$ cat src/hw/rtl/pts_pkg.sv
// shared constants and controller/datapath interface types for the tick scheduler
// no dependencies
package pts_pkg;

  localparam int unsigned NumTasksDef = 8;
  localparam int unsigned PrioBitsDef = 8;

  localparam int unsigned IdxW   = 3;
  localparam int unsigned ValW   = 8;
  localparam int unsigned TaskW  = 3;
  localparam int unsigned SliceW = 8;
  localparam int unsigned InDataW  = 16;
  localparam int unsigned OutDataW = 16;

  // controller to datapath
  typedef struct packed {
    logic capture;
    logic exec_load;
    logic exec_dec;
    logic sweep_init;
    logic scan_rd;
    logic pick_slice;
    logic reload_rd;
    logic pick_any;
    logic out_load;
  } cmd_t;

  // datapath to controller
  typedef struct packed {
    logic req_load;
    logic cnt_zero;
    logic addr_last;
    logic slice_found;
  } sts_t;

endpackage

$ cat src/hw/rtl/pts_ctrl.sv
// sequencer for the tick scheduler: accept, execute, scan, reload, deliver
// depends on pts_pkg
module pts_ctrl (
  input  logic          clk_i,
  input  logic          rst_ni,
  input  logic          in_valid_i,
  output logic          in_ready_o,
  output logic          out_valid_o,
  input  logic          out_ready_i,
  input  pts_pkg::sts_t sts_i,
  output pts_pkg::cmd_t cmd_o
);

  typedef enum logic [2:0] {
    StIdle, StExec, StScan, StDrain, StDecide, StReload, StRlDrain, StDone
  } state_e;

  state_e state_q, state_d;
  logic   out_valid_q;
  logic   slot_free;

  assign slot_free   = !out_valid_q || out_ready_i;
  assign in_ready_o  = (state_q == StIdle);
  assign out_valid_o = out_valid_q;

  always_comb begin
    cmd_o   = '0;
    state_d = state_q;
    case (state_q)
      StIdle: begin
        if (in_valid_i) begin
          cmd_o.capture = 1'b1;
          state_d       = StExec;
        end
      end
      StExec: begin
        if (sts_i.req_load) begin
          cmd_o.exec_load = 1'b1;
          state_d         = StDone;
        end else if (!sts_i.cnt_zero) begin
          cmd_o.exec_dec = 1'b1;
          state_d        = StDone;
        end else begin
          cmd_o.sweep_init = 1'b1;
          state_d          = StScan;
        end
      end
      StScan: begin
        cmd_o.scan_rd = 1'b1;
        if (sts_i.addr_last) state_d = StDrain;
      end
      StDrain: state_d = StDecide;
      StDecide: begin
        if (sts_i.slice_found) begin
          cmd_o.pick_slice = 1'b1;
          state_d          = StDone;
        end else begin
          cmd_o.sweep_init = 1'b1;
          state_d          = StReload;
        end
      end
      StReload: begin
        cmd_o.reload_rd = 1'b1;
        if (sts_i.addr_last) state_d = StRlDrain;
      end
      StRlDrain: begin
        cmd_o.pick_any = 1'b1;
        state_d        = StDone;
      end
      StDone: begin
        if (slot_free) begin
          cmd_o.out_load = 1'b1;
          state_d        = StIdle;
        end
      end
      default: state_d = StIdle;
    endcase
  end

  always_ff @(posedge clk_i or negedge rst_ni) begin
    if (!rst_ni) begin
      state_q     <= StIdle;
      out_valid_q <= 1'b0;
    end else begin
      state_q <= state_d;
      if (cmd_o.out_load) begin
        out_valid_q <= 1'b1;
      end else if (out_ready_i) begin
        out_valid_q <= 1'b0;
      end
    end
  end

endmodule

$ cat src/hw/rtl/pts_dp.sv
// datapath of the tick scheduler: priority and slice memories, scan, result register
// depends on pts_pkg
module pts_dp #(
  parameter int unsigned NUM_TASKS = pts_pkg::NumTasksDef,
  parameter int unsigned PRIO_BITS = pts_pkg::PrioBitsDef
) (
  input  logic                        clk_i,
  input  logic                        rst_ni,
  input  pts_pkg::cmd_t               cmd_i,
  output pts_pkg::sts_t               sts_o,
  input  logic                        req_type_i,
  input  logic [pts_pkg::IdxW-1:0]    task_index_i,
  input  logic [pts_pkg::ValW-1:0]    priority_value_i,
  output logic [pts_pkg::TaskW-1:0]   running_task_o,
  output logic                        switched_o,
  output logic                        reloaded_o,
  output logic [pts_pkg::SliceW-1:0]  slice_left_o
);

  localparam int unsigned TW = $clog2(NUM_TASKS);
  localparam int unsigned PW = PRIO_BITS;

  logic [PW-1:0] prio_mem [NUM_TASKS];
  logic [PW-1:0] cnt_mem  [NUM_TASKS];
  logic [NUM_TASKS-1:0] prio_vld_q, cnt_vld_q;

  logic                    req_type_q;
  logic [pts_pkg::IdxW-1:0] req_idx_q;
  logic [PW-1:0]           req_val_q;

  logic [TW-1:0] cur_task_q;
  logic [PW-1:0] cur_cnt_q;
  logic          sw_q, rl_q;

  logic [TW-1:0] addr_q;
  logic          cmp_v_q, rl_v_q;
  logic [TW-1:0] rd_idx_q;
  logic [PW-1:0] prio_rd_q, cnt_rd_q;
  logic          prio_rv_q, cnt_rv_q;
  logic [PW-1:0] prio_val, cnt_val;

  logic          any_found_q, sl_found_q;
  logic [TW-1:0] any_idx_q, sl_idx_q;
  logic [PW-1:0] any_prio_q, sl_prio_q, sl_cnt_q;
  logic          upd_any, upd_sl;

  logic          load_ok;
  logic [TW-1:0] load_addr;

  logic [pts_pkg::TaskW-1:0]  out_task_q;
  logic                       out_sw_q, out_rl_q;
  logic [pts_pkg::SliceW-1:0] out_slice_q;

  // invalid entries read as the reset value zero
  assign prio_val = prio_rv_q ? prio_rd_q : '0;
  assign cnt_val  = cnt_rv_q  ? cnt_rd_q  : '0;

  assign upd_any = cmp_v_q && (!any_found_q || (prio_val < any_prio_q));
  assign upd_sl  = cmp_v_q && (cnt_val != '0) && (!sl_found_q || (prio_val < sl_prio_q));

  assign load_ok   = (req_idx_q != '0) && (32'(req_idx_q) < NUM_TASKS);
  assign load_addr = TW'(req_idx_q);

  assign sts_o.req_load    = req_type_q;
  assign sts_o.cnt_zero    = (cur_cnt_q == '0);
  assign sts_o.addr_last   = (addr_q == TW'(NUM_TASKS - 1));
  assign sts_o.slice_found = sl_found_q;

  // memories: one write port each, registered read at the sweep address
  always_ff @(posedge clk_i) begin
    prio_rd_q <= prio_mem[addr_q];
    cnt_rd_q  <= cnt_mem[addr_q];
    if (cmd_i.exec_load && load_ok) begin
      prio_mem[load_addr] <= req_val_q;
    end
    if (cmd_i.exec_dec) begin
      cnt_mem[cur_task_q] <= cur_cnt_q - 1'b1;
    end else if (rl_v_q) begin
      cnt_mem[rd_idx_q] <= prio_val;
    end
  end

  always_ff @(posedge clk_i or negedge rst_ni) begin
    if (!rst_ni) begin
      prio_vld_q  <= '0;
      cnt_vld_q   <= '0;
      prio_rv_q   <= 1'b0;
      cnt_rv_q    <= 1'b0;
      cmp_v_q     <= 1'b0;
      rl_v_q      <= 1'b0;
      cur_task_q  <= '0;
      cur_cnt_q   <= '0;
      sw_q        <= 1'b0;
      rl_q        <= 1'b0;
      req_type_q  <= 1'b0;
      any_found_q <= 1'b0;
      sl_found_q  <= 1'b0;
      addr_q      <= '0;
    end else begin
      prio_rv_q <= prio_vld_q[addr_q];
      cnt_rv_q  <= cnt_vld_q[addr_q];
      cmp_v_q   <= cmd_i.scan_rd;
      rl_v_q    <= cmd_i.reload_rd;
      if (cmd_i.exec_load && load_ok) prio_vld_q[load_addr] <= 1'b1;
      if (cmd_i.exec_dec) begin
        cnt_vld_q[cur_task_q] <= 1'b1;
        cur_cnt_q             <= cur_cnt_q - 1'b1;
      end else if (rl_v_q) begin
        cnt_vld_q[rd_idx_q] <= 1'b1;
      end
      if (cmd_i.capture) begin
        req_type_q <= req_type_i;
        sw_q       <= 1'b0;
        rl_q       <= 1'b0;
      end
      if (cmd_i.sweep_init) begin
        addr_q      <= TW'(1);
        any_found_q <= 1'b0;
        sl_found_q  <= 1'b0;
      end else if (cmd_i.scan_rd || cmd_i.reload_rd) begin
        addr_q <= addr_q + 1'b1;
      end
      if (upd_any) any_found_q <= 1'b1;
      if (upd_sl)  sl_found_q  <= 1'b1;
      if (cmd_i.pick_slice) begin
        sw_q       <= (sl_idx_q != cur_task_q);
        cur_task_q <= sl_idx_q;
        cur_cnt_q  <= sl_cnt_q;
      end else if (cmd_i.pick_any) begin
        sw_q       <= (any_idx_q != cur_task_q);
        rl_q       <= 1'b1;
        cur_task_q <= any_idx_q;
        cur_cnt_q  <= any_prio_q;
      end
    end
  end

  // payload registers
  always_ff @(posedge clk_i) begin
    rd_idx_q <= addr_q;
    if (cmd_i.capture) begin
      req_idx_q <= task_index_i;
      req_val_q <= PW'(priority_value_i);
    end
    if (upd_any) begin
      any_idx_q  <= rd_idx_q;
      any_prio_q <= prio_val;
    end
    if (upd_sl) begin
      sl_idx_q  <= rd_idx_q;
      sl_prio_q <= prio_val;
      sl_cnt_q  <= cnt_val;
    end
    if (cmd_i.out_load) begin
      out_task_q  <= pts_pkg::TaskW'(cur_task_q);
      out_sw_q    <= sw_q;
      out_rl_q    <= rl_q;
      out_slice_q <= pts_pkg::SliceW'(cur_cnt_q);
    end
  end

  assign running_task_o = out_task_q;
  assign switched_o     = out_sw_q;
  assign reloaded_o     = out_rl_q;
  assign slice_left_o   = out_slice_q;

endmodule

$ cat src/hw/rtl/priority_tick_scheduler.sv
// top level of the priority time-slice scheduler
// depends on pts_pkg, pts_ctrl and pts_dp
//
//  channel   dir  handshake                 payload
//  s_*       in   s_tvalid / s_tready       s_tuser = req_type, s_tdata = index, priority
//  m_*       out  m_tvalid / m_tready       m_tdata = task, switched, reloaded, slice left
//
// one beat in, one beat out, one item in flight at a time
// load or decrement: executed in StExec, result registered from StDone once the output is free
// tick that picks: StScan reads one task table entry per cycle, then StDrain and StDecide
// pick with reload: when no slice is left, a second pass copies priorities into the counters
// a stalled result stays in the output register while the next item is taken
// reset clears state, priorities and counters through per-entry valid bits
module priority_tick_scheduler #(
  parameter int unsigned NUM_TASKS = pts_pkg::NumTasksDef,
  parameter int unsigned PRIO_BITS = pts_pkg::PrioBitsDef
) (
  input  logic                           clk_i,
  input  logic                           rst_ni,
  input  logic                           s_tvalid,
  output logic                           s_tready,
  input  logic [pts_pkg::InDataW-1:0]    s_tdata,   // task_index [2:0], priority_value [10:3]
  input  logic                           s_tuser,   // req_type [0]
  output logic                           m_tvalid,
  input  logic                           m_tready,
  output logic [pts_pkg::OutDataW-1:0]   m_tdata    // running_task [2:0], switched [3],
                                                    // reloaded [4], slice_left [12:5]
);

  pts_pkg::cmd_t cmd;
  pts_pkg::sts_t sts;

  logic [pts_pkg::TaskW-1:0]  running_task;
  logic                       switched;
  logic                       reloaded;
  logic [pts_pkg::SliceW-1:0] slice_left;

  // sequencer
  pts_ctrl u_ctrl (
    .clk_i       (clk_i),
    .rst_ni      (rst_ni),
    .in_valid_i  (s_tvalid),
    .in_ready_o  (s_tready),
    .out_valid_o (m_tvalid),
    .out_ready_i (m_tready),
    .sts_i       (sts),
    .cmd_o       (cmd)
  );

  // task tables, scan and result register
  pts_dp #(
    .NUM_TASKS (NUM_TASKS),
    .PRIO_BITS (PRIO_BITS)
  ) u_dp (
    .clk_i            (clk_i),
    .rst_ni           (rst_ni),
    .cmd_i            (cmd),
    .sts_o            (sts),
    .req_type_i       (s_tuser),
    .task_index_i     (s_tdata[2:0]),
    .priority_value_i (s_tdata[10:3]),
    .running_task_o   (running_task),
    .switched_o       (switched),
    .reloaded_o       (reloaded),
    .slice_left_o     (slice_left)
  );

  // pack result beat, upper three bits [15:13] of padding are zero
  assign m_tdata = {3'b000, slice_left, reloaded, switched, running_task};

endmodule

$ cat config.mk
export PLATFORM = sky130hd
export DESIGN_NAME = priority_tick_scheduler
export DESIGN_NICKNAME = d
export VERILOG_FILES = /design/src/hw/rtl/pts_pkg.sv /design/src/hw/rtl/pts_ctrl.sv /design/src/hw/rtl/pts_dp.sv /design/src/hw/rtl/priority_tick_scheduler.sv
export SDC_FILE = /design/constraint.sdc
export NUM_CORES = 1
export LEC_CHECK = 0
export BUFFER_PORTS_ARGS = -buffer_cell sky130_fd_sc_hd__buf_2
export CAP_MARGIN = 40
export CORE_MARGIN = 4
export CORE_UTILIZATION = 58
export DETAILED_ROUTE_END_ITERATION = 8
export HOLD_SLACK_MARGIN = 0.06
export MAX_ROUTING_LAYER = met4
export PLACE_DENSITY = 0.74
export SLEW_MARGIN = 10
export SYNTH_ARGS = -nofsm -noshare
export SYNTH_HDL_FRONTEND = slang
export SYNTH_HIERARCHICAL = 1
export SYNTH_SLANG_ARGS = --single-unit
$ cat constraint.sdc
create_clock -name clk_i -period 3.9 [get_ports clk_i]
set_input_delay 0.78 -clock clk_i [delete_from_list [all_inputs] [get_ports clk_i]]
set_output_delay 0.78 -clock clk_i [all_outputs]
set_load 0.005 [all_outputs]
==> flow_metrics.env <==
export IMPL_die_height_um=139
export IMPL_hold_class="input port to async pin"
export IMPL_netlist_instances=607
export IMPL_synth_edf_count=182
export IMPL_synth_cell_types=64
export IMPL_grt_pass1_vias=5491
export IMPL_startpoint_type="register"
export IMPL_ctsResizeCount=0
export IMPL_tritoncts="done"
export IMPL_die_x_um=139
export IMPL_syn_cell_area_sq_um=9950
export IMPL_synth_ff_type="edfxtp_1"
export IMPL_drt_pass1_iterations=4
export IMPL_worst_pin_slew_ns=0.911
export IMPL_num_nets_final=705
export IMPL_endpoint="u_dp/cnt_mem[5][6]$_DFFE_PP_"
export IMPL_syn_to_final_growth_pct=13.2
export IMPL_hpwl_um=11900
export IMPL_ys_top_cells_by_count="182 x edfxtp_1, 43 x dfrtp_1, 40 x nor2_1"
export IMPL_path_depth=11
export IMPL_clock_skew_ns=0.0105
export IMPL_antenna_found_initial=0
export IMPL_status="finished, final reports clean"
export IMPL_period_share_pct=86.2
export IMPL_p_per_area_nw_per_um2=744
export IMPL_grt_ovfl_total=0
export IMPL_ios=39
export IMPL_setup_tns_ns=0
export IMPL_initialDrtViolationCount=376
export IMPL_fin_crit_ns=3.36
export IMPL_r2r_cells=11
export IMPL_ctsHoldBuffers=0
export IMPL_worst_path_max_fanout=9
export IMPL_portBuffers=30
export IMPL_initial_core_util_pct=59.6
export IMPL_synthTopCellsByArea="edfxtp_1 55%, dfrtp_1 11%, mux4_1 6.9%"
export IMPL_stdcell_count=907
export IMPL_setup_viol=0
export IMPL_synth_seq_cells=244
export IMPL_slowest_stage="nor2_1"
export IMPL_drt_wl_total_um=18500
export IMPL_numCtsBuffers=24
export IMPL_nFillCells=1088
export IMPL_drc=0
export IMPL_crit_arrival_ns=3.50
export IMPL_yosysSeqAreaShare_pct=69.5
export IMPL_via_per_inst=5.85
export IMPL_dr_total_vias=5304
export IMPL_post_place_cells=861
export IMPL_rsz0062_at_grt="false"
export IMPL_die_area_sq_um=19300
export IMPL_drive_gt1_share_pct=21.7
export IMPL_worstPathCellList="inv_1, ha_1, nor3b_1, buf_4, nand2_1, nor3_1, nor4b_2, buf_4, and3b_1, a31oi_1, nor2_1"
export IMPL_num_rows=47
export IMPL_crit_family="simple AND/OR/NAND/NOR gates"
export IMPL_diodes=0
export IMPL_critPathCaptureType="register"
export IMPL_ys_async_sr_fraction_pct=17.6
export IMPL_clock_path_buffers=3
export IMPL_reg2reg_from="u_dp/cur_cnt_q[0]$_DFFE_PN0P_"
export IMPL_grt_pass1_wl_um=29700
export IMPL_p_leak_nw=4.18
export IMPL_drv_cap=0
export IMPL_r2r_end="u_dp/cnt_mem[5][6]$_DFFE_PP_"
export IMPL_r2r_slack_ns=0.54
export IMPL_cp_required_ns=4.03
export IMPL_clkTransAtPathRegs_ns=0.06
export IMPL_grt_usage_pct=20.0
export IMPL_cp_buffers_inverters=3
export IMPL_clk_root_buffer_cell="clkbuf_16"
export IMPL_cts_sinks=244
export IMPL_multiInputGateArea_sq_um=2820
export IMPL_drtAntennaViolNets=0
export IMPL_clk_latency_ns=0.51
export IMPL_yosys_warnings=6
export IMPL_grt_max_degree=40
export IMPL_netlist_area_leader_share_pct=54.9
export IMPL_avgSynthCellArea_sq_um=16.4
export IMPL_place_congestion=0.918
export IMPL_crit_top_cell="buf_4"
export IMPL_dp_slack_ns=0.553
export IMPL_cts_setup_buffers=0
export IMPL_timing_critical_path_from="u_dp/cur_cnt_q[0]$_DFFE_PN0P_"
export IMPL_final_hold_violation_count=0
export IMPL_path_class="register to register"
export IMPL_drv_slew=0
export IMPL_wl_per_cell_um=20.4
export IMPL_synth_most_common_cell="edfxtp_1"
export IMPL_synth_largest_area_cell="edfxtp_1"
export IMPL_ir_drop_mv=0.403
export IMPL_relSlewSlack_pct=38.6
export IMPL_critPathMaxStageDelay_ns=0.69
export IMPL_seq_area_sq_um=6920
export IMPL_coreArea_sq_um=16700
export IMPL_cts_htree_levels=1
export IMPL_max_freq_mhz=297
export IMPL_finalWorstSetupSlack_ns=0.538
## logic make-up (layout without fill, tap and decap cells)
logic type / count (synthesis) / count (layout) / synth area share [%]
multiplexers: 64 / 64 / 12.2
adder cells (fa/ha/maj): 15 / 15 / 1.89
other: 2 / 11 / 0.0755
flip-flops: 244 / 244 / 69.5
AND/OR/NAND/NOR: 147 / 147 / 7.82
XOR/XNOR: 12 / 12 / 1.06
AO/OA/AOI/OAI: 71 / 71 / 4.78
buffers and inverters: 52 / 123 / 2.64
## final cells by class
type,count,share of cell area (%)
tap,220,2.44
sequential,244,61.4
multi-input combinational,320,25.1
timing repair buffer,56,3.18
inverter,23,0.766
clock inverter,10,1.10
clock buffer,34,6.03
## worst min path at each step
| stage | to | slack [ns] | cells past startpoint |
|---|---|---|---|
| detailed placement | u_dp/prio_vld_q[0]$_DFFE_PN0P_ | 0.38 | 0 |
| CTS | u_dp/cur_cnt_q[2]$_DFFE_PN0P_ | 0.21 | 1 |
| floorplan | u_dp/rd_idx_q[1]$_DFF_P_ | 0.37 | 0 |
| global route | u_dp/cur_cnt_q[2]$_DFFE_PN0P_ | 0.23 | 1 |
| finish | u_dp/cur_cnt_q[2]$_DFFE_PN0P_ | 0.21 | 1 |
| global placement | u_dp/prio_vld_q[0]$_DFFE_PN0P_ | 0.36 | 0 |
## layout by cell type, fill, tap and decap left out, drive strengths merged, types with 9 or more instances in the layout
cell      n
inv      23
mux2     20
ha       15
conb     11
nor2     40
or2      15
nor3      9
o21ai    16
and2     17
buf      56
mux4     36
nand2    28
clkbuf   34
a21oi    19
dfxtp    19
edfxtp  182
dfrtp    43
## where the power goes
group | switching [W] | internal (W)
clock | 0.000920 | 0.00141
sequential | 0.000410 | 0.00360
combinational | 0.00107 | 0.000978
total | 0.00240 | 0.00599
## registers in the layout, summed over array words and instances (netlist names), 8 cells and up
register,flops
u_dp/cnt_mem,64
u_dp/prio_mem,64
u_dp/any_prio_q,8
u_dp/cnt_rd_q,8
u_dp/cnt_vld_q,8
u_dp/cur_cnt_q,8
u_dp/prio_rd_q,8
u_dp/prio_vld_q,8
u_dp/req_val_q,8
u_dp/sl_cnt_q,8
u_dp/sl_prio_q,8
u_dp/slice_left_o,8
## layer usage
metal  global-route usage [%]  routed length, um  vias up
met5                        -                  0        -
met4                     6.95                500        0
met3                     2.79                947       46
met2                     32.9               9310      149
met1                     26.0               7710     2678
li1                         -                  -     2431
## through the flow
| stage | cell area [sq um] | hold slack, ns | utilization [%] | power (W) |
|---|---|---|---|---|
| 6_report | 11300 | 0.209 | 67.5 | 0.00839 |
| 5_1_grt | 11300 | 0.227 | 67.5 | 0.00882 |
| 4_1_cts | 11300 | 0.207 | 67.4 | 0.00844 |
| 3_5_place_dp | 10500 | 0.377 | 62.6 | 0.00607 |
| 3_3_place_gp | 10400 | 0.359 | 62.1 | 0.00596 |
| 2_1_floorplan | 9990 | 0.366 | - | 0.00546 |
(Power assumes the default switching activity.)
